### src/design/fat16_cluster_chain_walker_unit_assert.svh
// Assertion macros for the cluster chain walker.
// Both macros sample on the rising edge of clk and are disabled while rst_n is low.
`ifndef FAT16_CLUSTER_CHAIN_WALKER_UNIT_ASSERT_SVH
`define FAT16_CLUSTER_CHAIN_WALKER_UNIT_ASSERT_SVH

`ifndef SYNTHESIS
`define FCW_ASSERT_NOW(label, ante, cons, msg) \
    label: assert property (@(posedge clk) disable iff (!rst_n) (ante) |-> (cons)) \
        else $error(msg);
`define FCW_ASSERT_NEXT(label, ante, cons, msg) \
    label: assert property (@(posedge clk) disable iff (!rst_n) (ante) |=> (cons)) \
        else $error(msg);
`else
`define FCW_ASSERT_NOW(label, ante, cons, msg)
`define FCW_ASSERT_NEXT(label, ante, cons, msg)
`endif

`endif

### src/design/fcw_pkg.sv
package fcw_pkg;

    typedef enum logic [1:0] {
        KIND_RUN    = 2'd0,
        KIND_LOOKUP = 2'd1,
        KIND_DONE   = 2'd2,
        KIND_FAIL   = 2'd3
    } kind_t;

    localparam logic [1:0] OP_START = 2'd0;
    localparam logic [1:0] OP_WORD  = 2'd1;
    localparam logic [1:0] OP_FAIL  = 2'd2;

    localparam logic [1:0] CFG_DATA_START  = 2'd0;
    localparam logic [1:0] CFG_SEC_PER_CL  = 2'd1;
    localparam logic [1:0] CFG_FAT_START   = 2'd2;
    localparam logic [1:0] CFG_ENTRY_COUNT = 2'd3;

    localparam logic [15:0] END_MARK     = 16'hFFF8;
    localparam logic [31:0] CLUSTER_BASE = 32'd2;

    typedef struct packed {
        logic  capture;
        logic  load_start;
        logic  load_word;
        logic  clear_tag;
        logic  advance;
        logic  set_tag;
        logic  emit;
        kind_t emit_kind;
        logic  emit_total;
    } cmd_t;

    typedef struct packed {
        logic [1:0] opcode;
        logic       budget_zero;
        logic       word_end;
        logic       owed_zero;
        logic       out_of_range;
    } sts_t;

endpackage

### src/design/fcw_ctrl.sv
module fcw_ctrl (
    input  logic         clk,
    input  logic         rst_n,
    input  logic         start,
    output logic         busy,
    input  fcw_pkg::sts_t sts,
    output fcw_pkg::cmd_t cmd
);

    typedef enum logic [2:0] {
        S_IDLE,
        S_DECODE,
        S_CALC,
        S_RUN,
        S_LOOKUP
    } state_t;

    typedef enum logic {
        PH_IDLE,
        PH_WAIT
    } phase_t;

    state_t state_reg;
    state_t state_next;
    phase_t phase_reg;
    phase_t phase_next;

    always_comb
    begin
        cmd        = '0;
        state_next = state_reg;
        phase_next = phase_reg;
        unique case (state_reg)
            S_IDLE:
            begin
                if (start)
                begin
                    cmd.capture = 1'b1;
                    state_next  = S_DECODE;
                end
            end
            S_DECODE:
            begin
                state_next = S_IDLE;
                unique case (sts.opcode)
                    fcw_pkg::OP_START:
                    begin
                        cmd.load_start = 1'b1;
                        if (sts.budget_zero)
                        begin
                            cmd.emit      = 1'b1;
                            cmd.emit_kind = fcw_pkg::KIND_DONE;
                            phase_next    = PH_IDLE;
                        end
                        else
                        begin
                            state_next = S_CALC;
                        end
                    end
                    fcw_pkg::OP_WORD:
                    begin
                        if (phase_reg == PH_WAIT)
                        begin
                            if (sts.word_end || sts.owed_zero)
                            begin
                                cmd.emit       = 1'b1;
                                cmd.emit_kind  = fcw_pkg::KIND_DONE;
                                cmd.emit_total = 1'b1;
                                phase_next     = PH_IDLE;
                            end
                            else
                            begin
                                cmd.load_word = 1'b1;
                                state_next    = S_CALC;
                            end
                        end
                    end
                    fcw_pkg::OP_FAIL:
                    begin
                        cmd.clear_tag = 1'b1;
                        if (phase_reg == PH_WAIT)
                        begin
                            cmd.emit      = 1'b1;
                            cmd.emit_kind = fcw_pkg::KIND_FAIL;
                            phase_next    = PH_IDLE;
                        end
                    end
                    default:
                    begin
                    end
                endcase
            end
            S_CALC:
            begin
                state_next = S_RUN;
            end
            S_RUN:
            begin
                cmd.emit      = 1'b1;
                cmd.emit_kind = fcw_pkg::KIND_RUN;
                cmd.advance   = 1'b1;
                state_next    = S_LOOKUP;
            end
            S_LOOKUP:
            begin
                cmd.emit   = 1'b1;
                state_next = S_IDLE;
                if (sts.out_of_range)
                begin
                    cmd.emit_kind = fcw_pkg::KIND_FAIL;
                    phase_next    = PH_IDLE;
                end
                else
                begin
                    cmd.emit_kind = fcw_pkg::KIND_LOOKUP;
                    cmd.set_tag   = 1'b1;
                    phase_next    = PH_WAIT;
                end
            end
            default:
            begin
                state_next = S_IDLE;
            end
        endcase
    end

    always_ff @(posedge clk or negedge rst_n)
    begin
        if (!rst_n)
        begin
            state_reg <= S_IDLE;
            phase_reg <= PH_IDLE;
        end
        else
        begin
            state_reg <= state_next;
            phase_reg <= phase_next;
        end
    end

    assign busy = (state_reg != S_IDLE);

endmodule

### src/design/fcw_datapath.sv
module fcw_datapath #(
    parameter int SECTOR_BYTES = 512
) (
    input  logic          clk,
    input  logic          rst_n,
    input  fcw_pkg::cmd_t cmd,
    output fcw_pkg::sts_t sts,
    input  logic [1:0]    opcode,
    input  logic [15:0]   start_cluster,
    input  logic [30:0]   size_bytes,
    input  logic [15:0]   table_word,
    input  logic          cfg_we,
    input  logic [1:0]    cfg_index,
    input  logic [30:0]   cfg_data,
    output logic          result_valid,
    output logic [1:0]    kind,
    output logic [31:0]   sector,
    output logic [7:0]    sector_count,
    output logic [7:0]    word_index,
    output logic          fetch_needed,
    output logic [31:0]   byte_offset,
    output logic          last
);

    localparam int SectorShift = $clog2(SECTOR_BYTES);
    localparam logic [15:0] WordMask = 16'(SECTOR_BYTES / 2 - 1);

    logic [30:0] data_start_reg;
    logic [7:0]  spc_reg;
    logic [30:0] fat_start_reg;
    logic [23:0] entry_count_reg;

    logic [1:0]  op_reg;
    logic [15:0] first_reg;
    logic [30:0] size_reg;
    logic [15:0] word_reg;

    logic [15:0] cluster_reg;
    logic [15:0] cluster_next;
    logic [23:0] owed_reg;
    logic [23:0] owed_next;
    logic [22:0] loaded_reg;
    logic [22:0] loaded_next;
    logic [31:0] cached_reg;
    logic [31:0] cached_next;
    logic        tag_valid_reg;
    logic        tag_valid_next;

    logic [31:0] run_prod_reg;
    logic [30:0] tot_prod_reg;

    logic        strobe_reg;
    logic [1:0]  kind_reg;
    logic [1:0]  kind_next;
    logic [31:0] sector_reg;
    logic [31:0] sector_next;
    logic [7:0]  count_reg;
    logic [7:0]  count_next;
    logic [7:0]  widx_reg;
    logic [7:0]  widx_next;
    logic        fetch_reg;
    logic        fetch_next;
    logic [31:0] offset_reg;
    logic [31:0] offset_next;
    logic        last_reg;
    logic        last_next;

    logic [23:0] budget;
    logic [31:0] cl_minus_base;
    logic [31:0] run_full;
    logic [7:0]  run_count;
    logic [31:0] total_bytes;
    logic [31:0] table_sector;
    logic [7:0]  table_index;
    logic        table_fetch;

    assign budget        = 24'(size_reg >> SectorShift);
    assign cl_minus_base = {16'd0, cluster_reg} - fcw_pkg::CLUSTER_BASE;
    assign run_full      = cl_minus_base * {24'd0, spc_reg};
    assign run_count     = (owed_reg < {16'd0, spc_reg}) ? owed_reg[7:0] : spc_reg;
    assign total_bytes   = 32'({1'b0, tot_prod_reg} << SectorShift);
    assign table_sector  = {1'b0, fat_start_reg} + 32'(cluster_reg >> (SectorShift - 1));
    assign table_index   = 8'(cluster_reg & WordMask);
    assign table_fetch   = !tag_valid_reg || (table_sector != cached_reg);

    assign sts.opcode       = op_reg;
    assign sts.budget_zero  = (budget == 24'd0);
    assign sts.word_end     = (word_reg >= fcw_pkg::END_MARK);
    assign sts.owed_zero    = (owed_reg == 24'd0);
    assign sts.out_of_range = ({8'd0, cluster_reg} >= entry_count_reg);

    always_comb
    begin
        cluster_next   = cluster_reg;
        owed_next      = owed_reg;
        loaded_next    = loaded_reg;
        cached_next    = cached_reg;
        tag_valid_next = tag_valid_reg;
        if (cmd.load_start)
        begin
            cluster_next = first_reg;
            owed_next    = budget;
            loaded_next  = '0;
        end
        if (cmd.load_word)
        begin
            cluster_next = word_reg;
        end
        if (cmd.advance)
        begin
            owed_next   = owed_reg - {16'd0, run_count};
            loaded_next = loaded_reg + 23'd1;
        end
        if (cmd.set_tag)
        begin
            cached_next    = table_sector;
            tag_valid_next = 1'b1;
        end
        if (cmd.clear_tag)
        begin
            tag_valid_next = 1'b0;
        end
    end

    always_comb
    begin
        kind_next   = cmd.emit_kind;
        sector_next = '0;
        count_next  = '0;
        widx_next   = '0;
        fetch_next  = 1'b0;
        offset_next = '0;
        last_next   = 1'b1;
        case (cmd.emit_kind)
            fcw_pkg::KIND_RUN:
            begin
                sector_next = {1'b0, data_start_reg} + run_prod_reg;
                count_next  = run_count;
                offset_next = total_bytes;
                last_next   = 1'b0;
            end
            fcw_pkg::KIND_LOOKUP:
            begin
                sector_next = table_sector;
                widx_next   = table_index;
                fetch_next  = table_fetch;
            end
            fcw_pkg::KIND_DONE:
            begin
                offset_next = cmd.emit_total ? total_bytes : 32'd0;
            end
            default:
            begin
            end
        endcase
    end

    always_ff @(posedge clk or negedge rst_n)
    begin
        if (!rst_n)
        begin
            data_start_reg  <= '0;
            spc_reg         <= 8'd1;
            fat_start_reg   <= '0;
            entry_count_reg <= '0;
            cluster_reg     <= '0;
            owed_reg        <= '0;
            loaded_reg      <= '0;
            cached_reg      <= '0;
            tag_valid_reg   <= 1'b0;
            strobe_reg      <= 1'b0;
        end
        else
        begin
            if (cfg_we)
            begin
                unique case (cfg_index)
                    fcw_pkg::CFG_DATA_START:  data_start_reg  <= cfg_data;
                    fcw_pkg::CFG_SEC_PER_CL:  spc_reg         <= cfg_data[7:0];
                    fcw_pkg::CFG_FAT_START:   fat_start_reg   <= cfg_data;
                    fcw_pkg::CFG_ENTRY_COUNT: entry_count_reg <= cfg_data[23:0];
                    default:
                    begin
                    end
                endcase
            end
            cluster_reg   <= cluster_next;
            owed_reg      <= owed_next;
            loaded_reg    <= loaded_next;
            cached_reg    <= cached_next;
            tag_valid_reg <= tag_valid_next;
            strobe_reg    <= cmd.emit;
        end
    end

    always_ff @(posedge clk)
    begin
        if (cmd.capture)
        begin
            op_reg    <= opcode;
            first_reg <= start_cluster;
            size_reg  <= size_bytes;
            word_reg  <= table_word;
        end
        run_prod_reg <= run_full;
        tot_prod_reg <= 31'(loaded_reg * spc_reg);
        if (cmd.emit)
        begin
            kind_reg   <= kind_next;
            sector_reg <= sector_next;
            count_reg  <= count_next;
            widx_reg   <= widx_next;
            fetch_reg  <= fetch_next;
            offset_reg <= offset_next;
            last_reg   <= last_next;
        end
    end

    assign result_valid = strobe_reg;
    assign kind         = kind_reg;
    assign sector       = sector_reg;
    assign sector_count = count_reg;
    assign word_index   = widx_reg;
    assign fetch_needed = fetch_reg;
    assign byte_offset  = offset_reg;
    assign last         = last_reg;

endmodule

### src/design/fat16_cluster_chain_walker_unit.sv
// Cluster chain walker for a FAT16 volume.
// Configuration is written over the cfg_valid/cfg_ready channel; the user must write it only
// while the block is idle, as the block does not enforce this. cfg_index selects data start
// sector, sectors per cluster, table start sector or table entry count. cfg_ready is always high.
// An item is a transaction on the command channel: it is taken at a clock edge with start
// high and busy low. Opcode start begins a walk, opcode table word answers the last lookup,
// and opcode read failure aborts the walk and drops the cached table sector.
// Each result is shown for exactly one cycle with result_valid high; the receiver
// cannot stall the block, so it must take every result as it appears.
// A start or table word that continues the walk is busy through a decode state, a state
// for the cluster products, then a state that issues the run read and one that issues the lookup
// (or failure); each result is registered before it appears on the result ports.
// Items with a single result are busy only in the decode state and show it in the cycle after.
// So a new item is taken only after busy falls again, at the end of the decode state or,
// for a walk that continues, of the lookup state of the controller sequence.
// Reset clears the walk, the cache tag and the configuration to their default values.
`include "fat16_cluster_chain_walker_unit_assert.svh"

module fat16_cluster_chain_walker_unit #(
    parameter int SECTOR_BYTES = 512
) (
    input  logic        clk,
    input  logic        rst_n,
    input  logic        start,
    output logic        busy,
    input  logic [1:0]  opcode,
    input  logic [15:0] start_cluster,
    input  logic [30:0] size_bytes,
    input  logic [15:0] table_word,
    input  logic        cfg_valid,
    output logic        cfg_ready,
    input  logic [1:0]  cfg_index,
    input  logic [30:0] cfg_data,
    output logic        result_valid,
    output logic [1:0]  kind,
    output logic [31:0] sector,
    output logic [7:0]  sector_count,
    output logic [7:0]  word_index,
    output logic        fetch_needed,
    output logic [31:0] byte_offset,
    output logic        last
);

    fcw_pkg::cmd_t cmd;
    fcw_pkg::sts_t sts;
    logic          run_shown;
    logic          tail_shown;

    assign cfg_ready = 1'b1;

    fcw_ctrl u_ctrl (
        .clk   (clk),
        .rst_n (rst_n),
        .start (start),
        .busy  (busy),
        .sts   (sts),
        .cmd   (cmd)
    );

    fcw_datapath #(
        .SECTOR_BYTES (SECTOR_BYTES)
    ) u_datapath (
        .clk          (clk),
        .rst_n        (rst_n),
        .cmd          (cmd),
        .sts          (sts),
        .opcode       (opcode),
        .start_cluster(start_cluster),
        .size_bytes   (size_bytes),
        .table_word   (table_word),
        .cfg_we       (cfg_valid && cfg_ready),
        .cfg_index    (cfg_index),
        .cfg_data     (cfg_data),
        .result_valid (result_valid),
        .kind         (kind),
        .sector       (sector),
        .sector_count (sector_count),
        .word_index   (word_index),
        .fetch_needed (fetch_needed),
        .byte_offset  (byte_offset),
        .last         (last)
    );

    assign run_shown  = result_valid && (kind == fcw_pkg::KIND_RUN);
    assign tail_shown = result_valid
                        && ((kind == fcw_pkg::KIND_LOOKUP) || (kind == fcw_pkg::KIND_FAIL));

    `FCW_ASSERT_NEXT(a_accept_quiet, start && !busy, !result_valid, "result right after accept")
    `FCW_ASSERT_NEXT(a_last_gap, result_valid && last, !result_valid, "result after last")
    `FCW_ASSERT_NEXT(a_run_pair, run_shown, tail_shown, "run read not followed by lookup")
    `FCW_ASSERT_NOW(a_run_not_last, run_shown, !last, "run read marked last")

endmodule
### config.mk
export PLATFORM = sky130hd
export DESIGN_NAME = fat16_cluster_chain_walker_unit
export DESIGN_NICKNAME = d
export VERILOG_FILES = /design/src/design/fcw_pkg.sv /design/src/design/fcw_ctrl.sv /design/src/design/fcw_datapath.sv /design/src/design/fat16_cluster_chain_walker_unit.sv
export VERILOG_INCLUDE_DIRS = /design/src /design/src/design
export SDC_FILE = /design/constraint.sdc
export NUM_CORES = 1
export LEC_CHECK = 0
export BUFFER_PORTS_ARGS = -buffer_cell sky130_fd_sc_hd__buf_2
export CAP_MARGIN = 20
export CORE_UTILIZATION = 62
export CTS_BUF_LIST = sky130_fd_sc_hd__clkbuf_16
export DETAILED_ROUTE_END_ITERATION = 7
export PLACE_DENSITY = 0.84
export SLEW_MARGIN = 10
export SYNTH_ARGS = -nofsm -noshare
export SYNTH_HDL_FRONTEND = slang
export SYNTH_SLANG_ARGS = --single-unit
### constraint.sdc
create_clock -name clk -period 7.4 [get_ports clk]
set_input_delay 1.48 -clock clk [delete_from_list [all_inputs] [get_ports clk]]
set_output_delay 1.48 -clock clk [all_outputs]
set_load 0.005 [all_outputs]
==> run_results.csv, run 1 <==
group,metric,value,unit
detailed_routing,num_vias,20200,
clocking,clkTransAtPathRegs,70,ps
power,switching_share,46.9,%
grt,grt_max_degree,111,
final_layout,syn2layout_area_growth,9.99,%
detailed_routing,ant_nets,0,
clocking,htree_levels,2,
timing,setup_tns,0,ps
placement,pre_cts_ws,604,ps
yosys,synth-seq-cells,381,
detailed_routing,wl_met1,28.1,mm
die,die_h,211,um
clocking,cts_root_buffer,"clkbuf_16",
timing,slew_headroom,26.1,%
status,outcome,"complete, no violations",
yosys,synth.largest_area_cell,"dfrtp_1",
placement,dpl_cell_area,0.0285,mm^2
final_layout,multi_input_area,0.0156,mm^2
die,die-area,0.0446,mm^2
power,p_leak,13.8,nW
die,rows,76,
worst_hold_path,hp-class,"flop to flop",
detailed_routing,routed_wl,66.0,mm
yosys,syn_area,0.0271,mm^2
timing,finalCritPeriodShare,94.0,%
detailed_routing,wl_met2,30.5,mm
detailed_routing,dr.pass1.iters,5,
final_layout,final_net_count,3257,
clocking,cts.sinks,381,
timing,fmax,144,MHz
yosys,synth_top_area_share,17.9,%
power,p_clk_share,12.4,%
timing,worstMarginPinSlew,1100,ps
yosys,ys_types,93,
power,seq_power_share,21.8,%
yosys,synth-edff-count,131,
grt,grt_pass1_vias,20100,
worst_setup_path,crit_type,"flop to flop",
timing,finalHoldViolCount,0,
timing,hold_ws,467,ps
final_layout,regArea,0.00992,mm^2
clocking,ctsResizeCount,0,
worst_setup_path,start_kind,"flop",
detailed_routing,top_layer,"met4",
placement,hpwl,49.3,mm
yosys,synth_common_cells,"inv_1 (295), nand2_1 (243), fa_1 (220)",
die,initial_utilization,62.9,%
detailed_routing,route.detailed.drc,0,
die,die_x,211,um
yosys,ys_async_sr_fraction,51.2,%
clocking,cts_buffers,42,
yosys,postSynthCellCount,2652,
final_layout,fillers,3177,
power,p_int,8.48,mW
clocking,worstSkewPairLatency,590,ps
job,drv_cap,0,
yosys,synthTopCellsByArea,"dfrtp_1 (18%), fa_1 (16%), edfxtp_1 (15%), ha_1 (6.5%), mux2_2 (4.2%)",
clocking,ctsHoldBuffers,0,
worst_setup_path,cp-end-kind,"flop",
placement,portBuffers,169,
timing,fin_ws,445,ps
clocking,cts_tree,"done",
power,combPwrFrac,65.7,%
timing,grt_setup_unrepaired,"no",
timing,finClkSkew,21.3,ps
yosys,synth_ff_type,"dfrtp_1",
die,num_io_pins,189,
timing,setup_viol,0,
yosys,yosysSeqAreaShare,36.6,%
grt,antenna_found_initial,1,
yosys,syn_avg_cell_area,10.2,um^2
clocking,ctsLongestPathBuffers,3,
power,ir_drop,0.686,mV
grt,grt_pass1_wl,105,mm
placement,routabilityCongestion,0.932,
grt,overflow,0,
final_layout,fin_area,0.0298,mm^2
grt,grt_use_total,30.2,%
detailed_routing,vias_per_cell,5.92,
yosys,yosysWarnings,0,
worst_setup_path,cp_data_arrival_time,7430,ps
detailed_routing,met3_wirelength,5.28,mm
timing,fin_crit,6950,ps
worst_setup_path,cp.required,7870,ps
yosys,yosys.cell_count.top_type,"inv_1",
power,power_density,536,mW/mm^2
die,core,0.0431,mm^2
final_layout,drive_gt1_share,14.6,%
worst_setup_path,path_max_fanout,8,
timing,drv_slew,0,
clocking,cts_setup_buffers,0,
power,p_switching,7.49,mW
detailed_routing,wl_per_cell,19.3,um
detailed_routing,drtIter0Drc,1609,
## power by group through the flow
stage / sequential (mW) / combinational, mW / clock (mW)
3_5_place_dp: 3.50 / 10.3 / 0
5_1_grt: 3.54 / 11.8 / 2.10
6_report: 3.49 / 10.5 / 1.99
4_1_cts: 3.47 / 10.4 / 2.02
2_1_floorplan: 3.35 / 8.04 / 0
3_3_place_gp: 3.48 / 10.0 / 0
## per-stage QoR
step	utilization (%)	std cells	total power [mW]
floorplan	-	2660	11.4
global placement	66.1	3334	13.5
detailed placement	66.1	3334	13.8
CTS	69.1	3412	15.9
global route	69.2	3415	17.5
finish	69.2	3416	16.0
## worst max-delay path: stages (launching register included)
cell and delay (ps):
dfrtp_1 470, nor3_1 290, nand2b_1 160, nor4_1 270
nand3b_1 200, or3b_2 510, xor2_1 540, nand2b_1 200
fa_1 410, inv_1 80, fa_1 440, fa_1 540
inv_1 60, fa_1 530, inv_1 50, ha_1 340
a21o_1 170, a21o_1 170, a21o_1 160, a21o_1 170
a21oi_1 200, a31oi_1 120, o21ai_0 310, a21oi_1 180
o31ai_1 260
## cell families (layout without fill, tap and decap cells)
kind of cell | count (synthesis) | after routing | share of synthesized area, %
adder cells (fa/ha/maj) | 360 | 360 | 22.7
flip-flops | 381 | 381 | 36.6
XOR/XNOR | 147 | 147 | 4.85
AND/OR/NAND/NOR | 828 | 828 | 14.9
buffers and inverters | 407 | 576 | 6.03
multiplexers | 118 | 118 | 4.93
AO/OA/AOI/OAI | 409 | 409 | 9.97
other | 2 | 12 | 0.0277
## area by class of cell
cell class                 count  share of cell area (%)
clock inverter                35                   0.755
timing repair buffer         200                    3.75
antenna                        2                  0.0168
sequential                   381                    33.2
tap                          585                    2.45
multi-input combinational   1872                    52.4
inverter                     298                    3.75
clock buffer                  43                    3.61
## metal layers
layer,vias up,GRT usage (%)
li1,9235,-
met1,10000,42.0
met2,843,47.4
met3,134,5.32
met4,0,12.0
met5,-,0
## worst paths after layout
check                      slack (ps)                          end  cells after the start                 startpoint
max                               450  u_datapath.run_prod_reg[28]                     24  u_datapath.cluster_reg[5]
min                               470    u_datapath.cluster_reg[0]                      2     u_datapath.word_reg[0]
max reg2reg                       450  u_datapath.run_prod_reg[28]                     24  u_datapath.cluster_reg[5]
min reg2reg                       470    u_datapath.cluster_reg[0]                      2     u_datapath.word_reg[0]
max in group asynchronous        5420   u_datapath.cluster_reg[14]                      2                      rst_n
min in group asynchronous         890    u_datapath.cached_reg[25]                      1                      rst_n
## placed cells by master (no fill, tap or decap), types with 18 or more instances in the layout
| cell type | synthesis | layout |
|---|---|---|
| clkbuf_16 | 0 | 43 |
| o211ai_1 | 18 | 18 |
| ha_1 | 140 | 140 |
| mux2_2 | 101 | 101 |
| a22oi_1 | 24 | 24 |
| inv_1 | 295 | 306 |
| a21oi_1 | 69 | 69 |
| fa_1 | 220 | 220 |
| buf_2 | 12 | 168 |
| a211oi_1 | 32 | 32 |
| dfrtp_1 | 194 | 194 |
| edfxtp_1 | 131 | 131 |
| nor2_1 | 210 | 209 |
| nor3_1 | 39 | 38 |
| nand2_1 | 243 | 243 |
| and2_1 | 105 | 105 |
| nand2b_1 | 38 | 38 |
| nor2b_1 | 20 | 20 |
| nor4_1 | 21 | 21 |
| nand3_1 | 53 | 52 |
| a21o_1 | 33 | 33 |
| xor2_1 | 49 | 49 |
| nand4_1 | 24 | 24 |
| buf_4 | 15 | 29 |
| dfxtp_1 | 55 | 55 |
| o21ai_0 | 100 | 100 |
| xnor2_1 | 95 | 95 |
Note: power is estimated with default switching activity, not from simulation.
==> run 2: changes to the inputs <==
CTS_BUF_LIST = unset   (was sky130_fd_sc_hd__clkbuf_16)
==> run_results.csv, run 2 (same netlist as run 1, synthesis figures left out) <==
group,metric,value,unit
worst_setup_path,start_kind,"flop",
power,ir_drop,0.689,mV
power,power_density,538,mW/mm^2
worst_setup_path,cp-end-kind,"flop",
timing,setup_viol,0,
final_layout,most-common-layout-cells,"inv_1 (295), nand2_1 (243), fa_1 (220)",
clocking,ctsResizeCount,0,
detailed_routing,wl_per_cell,19.3,um
grt,grt_max_degree,111,
timing,grt_setup_unrepaired,"no",
grt,overflow,0,
clocking,ctsLongestPathBuffers,3,
timing,setup_tns,0,ps
power,p_leak,13.8,nW
placement,portBuffers,169,
detailed_routing,drtIter0Drc,1710,
timing,drv_slew,0,
die,die_h,211,um
clocking,cts_tree,"done",
worst_hold_path,hp-class,"flop to flop",
clocking,cts.sinks,381,
timing,fin_ws,445,ps
timing,finClkSkew,23.4,ps
grt,grt_pass1_wl,105,mm
worst_setup_path,cp_data_arrival_time,7430,ps
timing,finalHoldViolCount,0,
placement,routabilityCongestion,0.932,
clocking,cts_setup_buffers,0,
timing,hold_ws,467,ps
detailed_routing,routed_wl,66.1,mm
clocking,cts_buffers,42,
final_layout,final_net_count,3257,
timing,fmax,144,MHz
die,initial_utilization,62.9,%
die,die-area,0.0446,mm^2
clocking,worstSkewPairLatency,590,ps
die,rows,76,
final_layout,layout_commonest_cell,"inv_1",
worst_setup_path,cp.required,7870,ps
detailed_routing,dr.pass1.iters,5,
grt,grt_pass1_vias,20100,
die,die_x,211,um
placement,hpwl,49.3,mm
final_layout,drive_gt1_share,14.8,%
detailed_routing,ant_nets,0,
die,core,0.0431,mm^2
worst_setup_path,crit_type,"flop to flop",
timing,finalCritPeriodShare,94.0,%
timing,slew_headroom,24.1,%
clocking,cts_root_buffer,"clkbuf_16",
clocking,ctsHoldBuffers,0,
final_layout,syn2layout_area_growth,10.2,%
timing,fin_crit,6960,ps
worst_setup_path,path_max_fanout,8,
grt,grt_use_total,30.3,%
status,outcome,"complete, no violations",
detailed_routing,route.detailed.drc,0,
timing,worstMarginPinSlew,1130,ps
placement,pre_cts_ws,604,ps
grt,antenna_found_initial,1,
die,num_io_pins,189,
clocking,clkTransAtPathRegs,60,ps
clocking,htree_levels,2,
detailed_routing,num_vias,20200,
detailed_routing,vias_per_cell,5.90,
job,drv_cap,0,
[run 2: critical path, stage by stage, from the launching register on]
cell      delay, ps
dfrtp_1         490
nor3_1          280
nand2b_1        160
nor4_1          270
nand3b_1        200
or3b_2          510
xor2_1          550
nand2b_1        200
fa_1            410
inv_1            80
fa_1            440
fa_1            540
inv_1            60
fa_1            530
inv_1            50
ha_1            340
a21o_1          170
a21o_1          170
a21o_1          160
a21o_1          170
a21oi_1         200
a31oi_1         120
o21ai_0         310
a21oi_1         180
o31ai_1         260
[run 2: layout make-up]
type	instances	area [um^2]
antenna	2	5.00
multi-input combinational	1872	15600
clock inverter	18	161
inverter	298	1120
fill	3168	13200
sequential	381	9920
tap	585	732
clock buffer	60	1200
timing repair buffer	200	1120
[run 2: path summary, 6_finish.rpt]
check,cells past startpoint,startpoint,slack [ps],end
setup / recovery,24,u_datapath.cluster_reg[4],440,u_datapath.run_prod_reg[28]
hold / removal,2,u_datapath.word_reg[0],470,u_datapath.cluster_reg[0]
setup reg to reg,24,u_datapath.cluster_reg[4],440,u_datapath.run_prod_reg[28]
hold reg to reg,2,u_datapath.word_reg[0],470,u_datapath.cluster_reg[0]
max in group asynchronous,2,rst_n,5410,u_datapath.cluster_reg[14]
min in group asynchronous,1,rst_n,900,u_datapath.cached_reg[25]
[run 2: layer usage]
| metal | global-route usage [%] | part of all wire (%) | wire length [um] |
|---|---|---|---|
| met5 | 0 | 0 | 0 |
| met4 | 11.9 | 3.4 | 2250 |
| met3 | 5.34 | 8.0 | 5280 |
| met2 | 47.5 | 46 | 30500 |
| met1 | 42.0 | 42 | 28000 |
[run 2: stage by stage]
| step | instances | power (mW) | instance area [um^2] | util [%] |
|---|---|---|---|---|
| floorplan | 2660 | 11.4 | 27100 | - |
| CTS | 3412 | 16.0 | 29800 | 69.3 |
| detailed placement | 3334 | 13.8 | 28500 | 66.1 |
| finish | 3416 | 16.1 | 29900 | 69.4 |
| global route | 3415 | 17.6 | 29900 | 69.4 |
| global placement | 3334 | 13.5 | 28500 | 66.1 |
[run 2: power breakdown]
part           switching, mW  total [mW]  internal (mW)
Sequential             0.489        3.49           3.00
Combinational           6.15        10.5           4.39
Clock                  0.886        2.06           1.18
